--- src/rtl/core/tdlcfr_pkg.sv ---
package tdlcfr_pkg;

	localparam int MaxTaps = 32;
	localparam int TapBits = $clog2(MaxTaps);
	localparam int CntBits = TapBits + 1;
	localparam int SineBits = 12;
	localparam int SineSize = 1 << SineBits;
	localparam int QtrSize = SineSize / 4;
	localparam int SubBits = 12;
	localparam int AccBits = 40;
	localparam real TurnStep = 2.0 * 3.14159265358979323846 / real'(SineSize);

	localparam logic KindLoad = 1'b0;
	localparam logic KindEval = 1'b1;

	typedef struct packed {
		logic               kind;
		logic [4:0]         tap_index;
		logic signed [15:0] gain_re;
		logic signed [15:0] gain_im;
		logic [31:0]        phase_step;
		logic [11:0]        subcarrier;
		logic signed [15:0] tx_re;
		logic signed [15:0] tx_im;
		logic signed [15:0] noise_re;
		logic signed [15:0] noise_im;
	} req_t;

	typedef struct packed {
		logic signed [23:0] chan_re;
		logic signed [23:0] chan_im;
		logic signed [23:0] rx_re;
		logic signed [23:0] rx_im;
	} rsp_t;

	typedef enum logic [2:0] {
		ST_IDLE, ST_WALK, ST_DRAIN, ST_DRAIN2, ST_DRAIN3, ST_SCALE, ST_RX, ST_DONE
	} state_t;

	typedef struct packed {
		logic clear;
		logic rd_en;
		logic [TapBits-1:0] rd_addr;
		logic scale;
		logic rx_mul;
		logic done;
	} cmd_t;

	function automatic logic signed [15:0] sine_entry(input logic [SineBits-1:0] i);
		real v;
		v = 32767.0 * $sin(TurnStep * real'(i));
		return 16'($rtoi(v >= 0.0 ? v + 0.5 : v - 0.5));
	endfunction

	function automatic logic signed [23:0] sat24(input logic signed [47:0] v);
		if (v > 48'sd8388607) return 24'sd8388607;
		if (v < -48'sd8388608) return -24'sd8388608;
		return v[23:0];
	endfunction

endpackage

--- src/rtl/core/tdlcfr_ctrl.sv ---
module tdlcfr_ctrl import tdlcfr_pkg::*; (
	input  logic clk,
	input  logic arst_n,
	input  logic go,
	input  logic [CntBits-1:0] taps,
	output cmd_t cmd,
	output logic busy
);
	state_t state_q, state_d;
	logic [CntBits-1:0] idx_q, idx_d;

	always_ff @(posedge clk or negedge arst_n) begin
		if (!arst_n) begin
			state_q <= ST_IDLE;
			idx_q <= '0;
		end else begin
			state_q <= state_d;
			idx_q <= idx_d;
		end
	end

	always_comb begin
		state_d = state_q;
		idx_d = idx_q;
		cmd = '0;
		cmd.rd_addr = idx_q[TapBits-1:0];
		busy = 1'b1;
		case (state_q)
			ST_IDLE: begin
				busy = 1'b0;
				if (go) begin
					cmd.clear = 1'b1;
					idx_d = '0;
					state_d = (taps == '0) ? ST_DRAIN : ST_WALK;
				end
			end
			ST_WALK: begin
				cmd.rd_en = 1'b1;
				idx_d = idx_q + 1'b1;
				if (idx_d == taps) state_d = ST_DRAIN;
			end
			ST_DRAIN: state_d = ST_DRAIN2;
			ST_DRAIN2: state_d = ST_DRAIN3;
			ST_DRAIN3: state_d = ST_SCALE;
			ST_SCALE: begin
				cmd.scale = 1'b1;
				state_d = ST_RX;
			end
			ST_RX: begin
				cmd.rx_mul = 1'b1;
				state_d = ST_DONE;
			end
			ST_DONE: begin
				cmd.done = 1'b1;
				state_d = ST_IDLE;
			end
			default: state_d = ST_IDLE;
		endcase
	end
endmodule

--- config.mk ---
export PLATFORM = sky130hd
export DESIGN_NAME = tdlcfr_ctrl
export DESIGN_NICKNAME = d
export VERILOG_FILES = /design/src/rtl/core/tdlcfr_pkg.sv /design/src/rtl/core/tdlcfr_ctrl.sv
export SDC_FILE = /design/constraint.sdc
export NUM_CORES = 1
export LEC_CHECK = 0
export CAP_MARGIN = 15
export CORE_MARGIN = 3
export CORE_UTILIZATION = 35
export CTS_CLUSTER_DIAMETER = 50
export DETAILED_ROUTE_END_ITERATION = 16
export DONT_BUFFER_PORTS = 1
export GPL_TIMING_DRIVEN = 0
export PLACE_DENSITY_LB_ADDON = 0.12
export SLEW_MARGIN = 40
export SYNTH_ARGS = -nofsm -noshare
export SYNTH_HDL_FRONTEND = slang
export SYNTH_SLANG_ARGS = --single-unit
--- constraint.sdc ---
create_clock -name clk -period 1.77 [get_ports clk]
set_clock_uncertainty 0.1 [all_clocks]
set_input_delay 0 -clock clk [delete_from_list [all_inputs] [get_ports clk]]
set_output_delay 0 -clock clk [all_outputs]
set_load 0.005 [all_outputs]
==> metrics.cfg, run 1 <==
[placed_design]
detailed_placer_s_ending_hpwl_mm=1.13
gp_congestion=0.788
port_buffers=0

[cts]
clock_latency_on_the_worst_skew_pair_ns=0.26
clk_path_buf_depth=2
tritoncts=yes
cts-htree-levels=1
cts-root-buf=sky130_fd_sc_hd__clkbuf_4
cts_setup_buffers=0
clkSinkCount=9
clkSlewWorstSetupHoldPaths_ns=0.06
numCtsBuffers=3

[logic_synthesis]
synth_top_area_share_pct=34.0
yosysTopAreaCell=sky130_fd_sc_hd__dfrtp_1
netlist_top_cells_count=sky130_fd_sc_hd__dfrtp_1 (9), sky130_fd_sc_hd__nand2_1 (8), sky130_fd_sc_hd__o21ai_0 (6)
asyncSetResetFlopFracSynth_pct=100
syn_inst=76
synth_enable_flop_cells=0
ys_dominant_reg_cell=sky130_fd_sc_hd__dfrtp_1
synth_most_common_cell=sky130_fd_sc_hd__dfrtp_1
post_synth.cell_area_avg_um2=8.73
synth_area_um2=663
synth_top_cells_by_area=sky130_fd_sc_hd__dfrtp_1 (34%), sky130_fd_sc_hd__xnor2_1 (6.6%), sky130_fd_sc_hd__buf_4 (5.7%)
synth-seq-cells=9
synthDistinctLibCells=30
synth.net_count=86
seq_area_frac_synth_pct=34.0
yosysWarnings=0

[power]
clock_power_share_pct=11.6
fraction_of_power_consumed_by_sequential_logic_pct=32.0
max-vdd-ir-drop_v=0.000762
power_switching_uw=593
power.switching_fraction_pct=43.4
power_density_nw_per_um2=1720
p_comb_share_pct=56.4
power_report.internal_total_uw=774
p_leak_nw=0.336

[timing]
setup-tns-final_ns=0
fin_crit_sh_pct=92.1
setup_violations=0
hold_viol=0
drv_slew=0
fmaxAchievable_mhz=614
rsz_0062_raised_after_global_routing=true
final.min_clock_period_ns=1.63
timing.max_slew.rel_slack_pct=67.7
hold-worst-slack_ns=0.0139
worst_slew_pin_slew_ns=0.485

[worst_setup_path]
timing.critical_path.arrival_ns=1.65
crit_path_end_kind=flop
worstSetupStartpointType=flop
cp_max_fo=10
path_class=flop to flop
worstPathRequired_ns=1.79

[grt]
grt_remaining_overflow=0
grt_max_degree=11
grt_antenna_before_repair=0
grt_use_total_pct=13.6
first_pass_grt_wire_length_mm=2.60
vias_in_the_first_global_route=576

[hold_path]
worst_hold_path_type=primary input to asynchronous set/reset pin

[drt]
drc=0
detail-route-antenna-nets=0
drc_marker_count_from_the_first_detailed_route_iteration=12
wl_mm=1.46
overall_via_count_from_detail_route=570
vias_per_cell=5.14
routedWlPerCell_um=13.1
drt_first_pass_iters=4

[die]
dieWidth_um=49.5
floorplan.die_area_um2=2450
initial_utilization_pct=37.6
num_io_pins=20
core_region_area_um2=1760
row_count=15
die_h_um=49.5

[finish]
n_antenna_cell=0
final_layout_size_suffix_gt1_share_pct=18.6
finish.net_count=97
area_growth_pct=19.6

[run_status]
status=finished clean

[flow_run]
max-cap-violations=0

worst paths after layout:
| path | from | slack (ns) | cells after the start | endpoint |
|---|---|---|---|---|
| setup / recovery | state_q[2]$_DFFE_PN0P_ | 0.14 | 5 | state_q[1]$_DFFE_PN0P_ |
| hold / removal | arst_n | 0.01 | 1 | idx_q[4]$_DFFE_PN0P_ |
| setup reg to reg | state_q[2]$_DFFE_PN0P_ | 0.14 | 5 | state_q[1]$_DFFE_PN0P_ |
| hold reg to reg | idx_q[1]$_DFFE_PN0P_ | 0.48 | 1 | idx_q[1]$_DFFE_PN0P_ |
| max in group asynchronous | arst_n | 1.24 | 1 | idx_q[0]$_DFFE_PN0P_ |
| min in group clk | go | 0.01 | 2 | cmd[9] |
critical path, cell delays in order (launching register included):
cell and delay (ns):
sky130_fd_sc_hd__dfrtp_1 0.37, sky130_fd_sc_hd__clkbuf_1 0.24, sky130_fd_sc_hd__nor3b_4 0.40, sky130_fd_sc_hd__o31ai_1 0.12, sky130_fd_sc_hd__a21oi_1 0.19, sky130_fd_sc_hd__a211oi_1 0.08
routing by layer:
| layer | GRT usage, % | wire, um | part of all wire (%) | vias to the layer above |
|---|---|---|---|---|
| met1 | 19.1 | 719 | 49 | 250 |
| met2 | 19.6 | 620 | 43 | 20 |
| met3 | 2.72 | 100 | 6.9 | 2 |
| met5 | 0 | 0 | 0 | - |
| met4 | 6.91 | 14 | 0.96 | 0 |
| li1 | - | - | - | 298 |
sequential cells by signal, summed over array words and instances, names as in the netlist:
| register | cells |
|---|---|
| state_q | 3 |
| idx_q | 6 |
area by class of cell:
class                           count  area [um2]
Clock buffer                        4        26.3
Multi-Input combinational cell     57         392
Tap cell                           25        31.3
Sequential cell                     9         226
Fill cell                         202         971
Timing Repair Buffer                6        60.1
Inverter                            2        7.51
Buffer                              8        50.0
cells by family (layout without fill, tap and decap cells):
| logic type | Yosys count | after routing | share of synthesized area, % |
|---|---|---|---|
| and+or+nand+nor | 27 | 27 | 23.2 |
| AOI/OAI and AO/OA | 18 | 18 | 17.0 |
| buffers and inverters | 10 | 20 | 8.68 |
| DFF | 9 | 9 | 34.0 |
| xor gates and xnor gates | 8 | 8 | 10.6 |
| muxes | 3 | 3 | 4.72 |
| adders and majority gates | 1 | 1 | 1.89 |
what timing repair did:
item | CTS | global route
pin swaps | 0 | 1
hold buffers | 6 | 0
gates resized for setup | 1 | 4
endpoints found under the hold margin | 14 | 0
endpoints found under the setup margin | 1 | 3
cell usage in the layout (no fill, tap or decap), types with 2 or more instances in the layout:
| master | n |
|---|---|
| sky130_fd_sc_hd__clkbuf_1 | 3 |
| sky130_fd_sc_hd__nor4_1 | 3 |
| sky130_fd_sc_hd__inv_1 | 2 |
| sky130_fd_sc_hd__buf_4 | 5 |
| sky130_fd_sc_hd__nor2_1 | 2 |
| sky130_fd_sc_hd__xor2_1 | 3 |
| sky130_fd_sc_hd__or2_2 | 2 |
| sky130_fd_sc_hd__a22o_1 | 2 |
| sky130_fd_sc_hd__clkbuf_4 | 3 |
| sky130_fd_sc_hd__nand2_1 | 8 |
| sky130_fd_sc_hd__mux2i_1 | 2 |
| sky130_fd_sc_hd__and3_1 | 3 |
| sky130_fd_sc_hd__dfrtp_1 | 8 |
| sky130_fd_sc_hd__xnor2_1 | 5 |
| sky130_fd_sc_hd__nand3_1 | 2 |
| sky130_fd_sc_hd__dlygate4sd3_1 | 6 |
| sky130_fd_sc_hd__a21oi_1 | 5 |
| sky130_fd_sc_hd__o21ai_0 | 5 |
metrics by stage:
step,worst slack [ns],instances,utilization [%],cell area (um2),power [mW]
after floorplan,0.201,76,-,663,1.02
after global placement,0.0142,101,39.4,694,1.15
after detailed placement,-0.0122,101,39.4,694,1.16
after CTS,0.0426,111,44.3,781,1.34
after global routing,-0.0235,111,45.0,793,1.52
final,0.140,111,45.0,793,1.37
power groups by stage:
| stage | combinational (mW) | clock, mW | sequential (mW) |
|---|---|---|---|
| 5_1_grt | 0.875 | 0.181 | 0.462 |
| 3_5_place_dp | 0.729 | 0 | 0.435 |
| 6_report | 0.771 | 0.158 | 0.438 |
| 3_3_place_gp | 0.721 | 0 | 0.433 |
| 2_1_floorplan | 0.621 | 0 | 0.402 |
| 4_1_cts | 0.748 | 0.165 | 0.432 |
Power figures use the tool's default switching activity.
==> run 2: changes to the inputs <==
--- a/config.mk
+++ b/config.mk
@@ -8,6 +8,7 @@
 export CAP_MARGIN = 15
 export CORE_MARGIN = 3
 export CORE_UTILIZATION = 35
+export CTS_BUF_LIST = sky130_fd_sc_hd__clkbuf_4 sky130_fd_sc_hd__clkbuf_8
 export CTS_CLUSTER_DIAMETER = 50
 export DETAILED_ROUTE_END_ITERATION = 16
 export DONT_BUFFER_PORTS = 1
==> metrics.cfg, run 2 (synthesized netlist as in run 1, its figures left out) <==
[run_status]
status=finished clean

[finish]
largest_register_ff_count=6  ; unchanged
layout_top_registers=idx_q (6), state_q (3)
final_area_um2=797  ; +0.47%
final_util_pct=45.2  ; +0.21 points
largest-register=idx_q
area_growth_pct=20.2
filler_cell_count=200  ; -0.99%
finish.net_count=97  ; unchanged
final_cell_mix=sky130_fd_sc_hd__nand2_1 (8), sky130_fd_sc_hd__dfrtp_1 (8), sky130_fd_sc_hd__dlygate4sd3_1 (6)
n_antenna_cell=0  ; unchanged
layoutNonFillerInstCount=111  ; unchanged
final_layout_size_suffix_gt1_share_pct=19.8  ; +1.2 points

[worst_setup_path]
timing.critical_path.arrival_ns=1.65  ; about the same
worstSetupStartpointType=flop
timing.reg2reg.worst_path_depth=5  ; unchanged
cp_max_fo=10  ; unchanged
path_class=flop to flop
worstPathRequired_ns=1.79  ; about the same
crit_path_end_kind=flop

[timing]
final.setup.worst_slack_ns=0.140  ; -0.000111 ns
worst_slew_pin_slew_ns=0.485  ; unchanged
final.min_clock_period_ns=1.63  ; +0.000111 ns
fin_crit_sh_pct=92.1  ; about the same
hold-worst-slack_ns=0.0123  ; -0.00166 ns
rsz_0062_raised_after_global_routing=true
hold_viol=0  ; unchanged
fmaxAchievable_mhz=613  ; about the same
drv_slew=0  ; unchanged
setup_violations=0  ; unchanged
setup-tns-final_ns=0  ; unchanged
timing.max_slew.rel_slack_pct=67.7  ; unchanged

[grt]
grt_remaining_overflow=0  ; unchanged
grt_max_degree=11  ; unchanged
first_pass_grt_wire_length_mm=2.60  ; unchanged
grt_antenna_before_repair=0  ; unchanged
grt_use_total_pct=13.6  ; unchanged
vias_in_the_first_global_route=576  ; unchanged

[cts]
clk_path_buf_depth=2  ; unchanged
clkSlewWorstSetupHoldPaths_ns=0.06  ; about the same
cts-root-buf=sky130_fd_sc_hd__clkbuf_4
clock_latency_on_the_worst_skew_pair_ns=0.26  ; about the same
clkSinkCount=9  ; unchanged
cts-htree-levels=1  ; unchanged
numCtsBuffers=3  ; unchanged
tritoncts=yes
cts_setup_buffers=0  ; unchanged

[power]
power_switching_uw=594  ; +0.21%
max-vdd-ir-drop_v=0.000763  ; about the same
power_density_nw_per_um2=1740  ; +0.74%
p_comb_share_pct=55.8  ; -0.6 points
fraction_of_power_consumed_by_sequential_logic_pct=31.7  ; -0.3 points
p_leak_nw=0.339  ; +1.0%
power_report.internal_total_uw=790  ; +2.0%
clock_power_share_pct=12.6  ; +1.0 points
power.switching_fraction_pct=42.9  ; -0.43 points
power_mw=1.38  ; +1.2%

[drt]
drt_first_pass_iters=4  ; unchanged
wl_mm=1.46  ; +0.27%
drc=0  ; unchanged
vias_per_cell=5.12  ; -0.35%
routedWlPerCell_um=13.1  ; +0.27%
overall_via_count_from_detail_route=568  ; -0.35%
drc_marker_count_from_the_first_detailed_route_iteration=12  ; unchanged
detail-route-antenna-nets=0  ; unchanged

[placed_design]
detailed_place.area_um2=694  ; unchanged
gp_congestion=0.788  ; unchanged
detailed_placer_s_ending_hpwl_mm=1.13  ; unchanged
port_buffers=0  ; unchanged
post-place-cells=101  ; unchanged
detailedPlace.worstSlack_ns=-0.0122  ; unchanged

[die]
floorplan.die_area_um2=2450  ; unchanged
initial_utilization_pct=37.6  ; unchanged
die_h_um=49.5  ; unchanged
row_count=15  ; unchanged
dieWidth_um=49.5  ; unchanged
num_io_pins=20  ; unchanged
core_region_area_um2=1760  ; unchanged

[hold_path]
worst_hold_path_type=primary input to asynchronous set/reset pin

[flow_run]
max-cap-violations=0  ; unchanged

-- run 2: final cells by class --
cell class	count	area, um2	area share [%]
multi-input combinational	57	392	49.1
sequential	9	226	28.4
timing repair buffer	6	60.1	7.54
buffer	8	50.0	6.28
tap	25	31.3	3.92
clock buffer	4	30.0	3.77
inverter	2	7.51	0.942
-- run 2: path summary, 6_finish.rpt --
kind                                   startpoint                endpoint  slack (ns)
max reg2reg                state_q[2]$_DFFE_PN0P_  state_q[1]$_DFFE_PN0P_        0.14
min                                        arst_n    idx_q[1]$_DFFE_PN0P_        0.01
min in group clk                               go                  cmd[9]        0.01
max                        state_q[2]$_DFFE_PN0P_  state_q[1]$_DFFE_PN0P_        0.14
min reg2reg                  idx_q[1]$_DFFE_PN0P_    idx_q[1]$_DFFE_PN0P_        0.48
max in group asynchronous                  arst_n    idx_q[0]$_DFFE_PN0P_        1.24
-- run 2: repair_timing --
| action | CTS | global route |
|---|---|---|
| endpoints found under the setup margin | 1 | 3 |
| hold buffers | 6 | 0 |
| gates resized for setup | 1 | 4 |
| pin swaps | 0 | 1 |
| hold endpoints to repair | 14 | 0 |
-- run 2: metal layers --
layer | GRT usage [%] | up-vias | wire length, um | part of all wire [%]
met5 | 0 | - | 0 | 0
met4 | 6.91 | 0 | 14 | 0.96
met3 | 2.72 | 2 | 100 | 6.9
met2 | 19.6 | 20 | 626 | 43
met1 | 19.1 | 250 | 717 | 49
li1 | - | 296 | - | -
-- run 2: power groups by stage --
| stage | Clock (mW) | Sequential (mW) | Combinational [mW] |
|---|---|---|---|
| after floorplan | 0 | 0.402 | 0.621 |
| after global placement | 0 | 0.433 | 0.721 |
| after detailed placement | 0 | 0.435 | 0.729 |
| after CTS | 0.181 | 0.432 | 0.748 |
| after global routing | 0.196 | 0.462 | 0.875 |
| final | 0.174 | 0.438 | 0.772 |
-- run 2: critical path, stage by stage, from the launching register on --
cell and delay (ns):
sky130_fd_sc_hd__dfrtp_1 0.37, sky130_fd_sc_hd__clkbuf_1 0.24, sky130_fd_sc_hd__nor3b_4 0.40, sky130_fd_sc_hd__o31ai_1 0.12, sky130_fd_sc_hd__a21oi_1 0.19, sky130_fd_sc_hd__a211oi_1 0.08
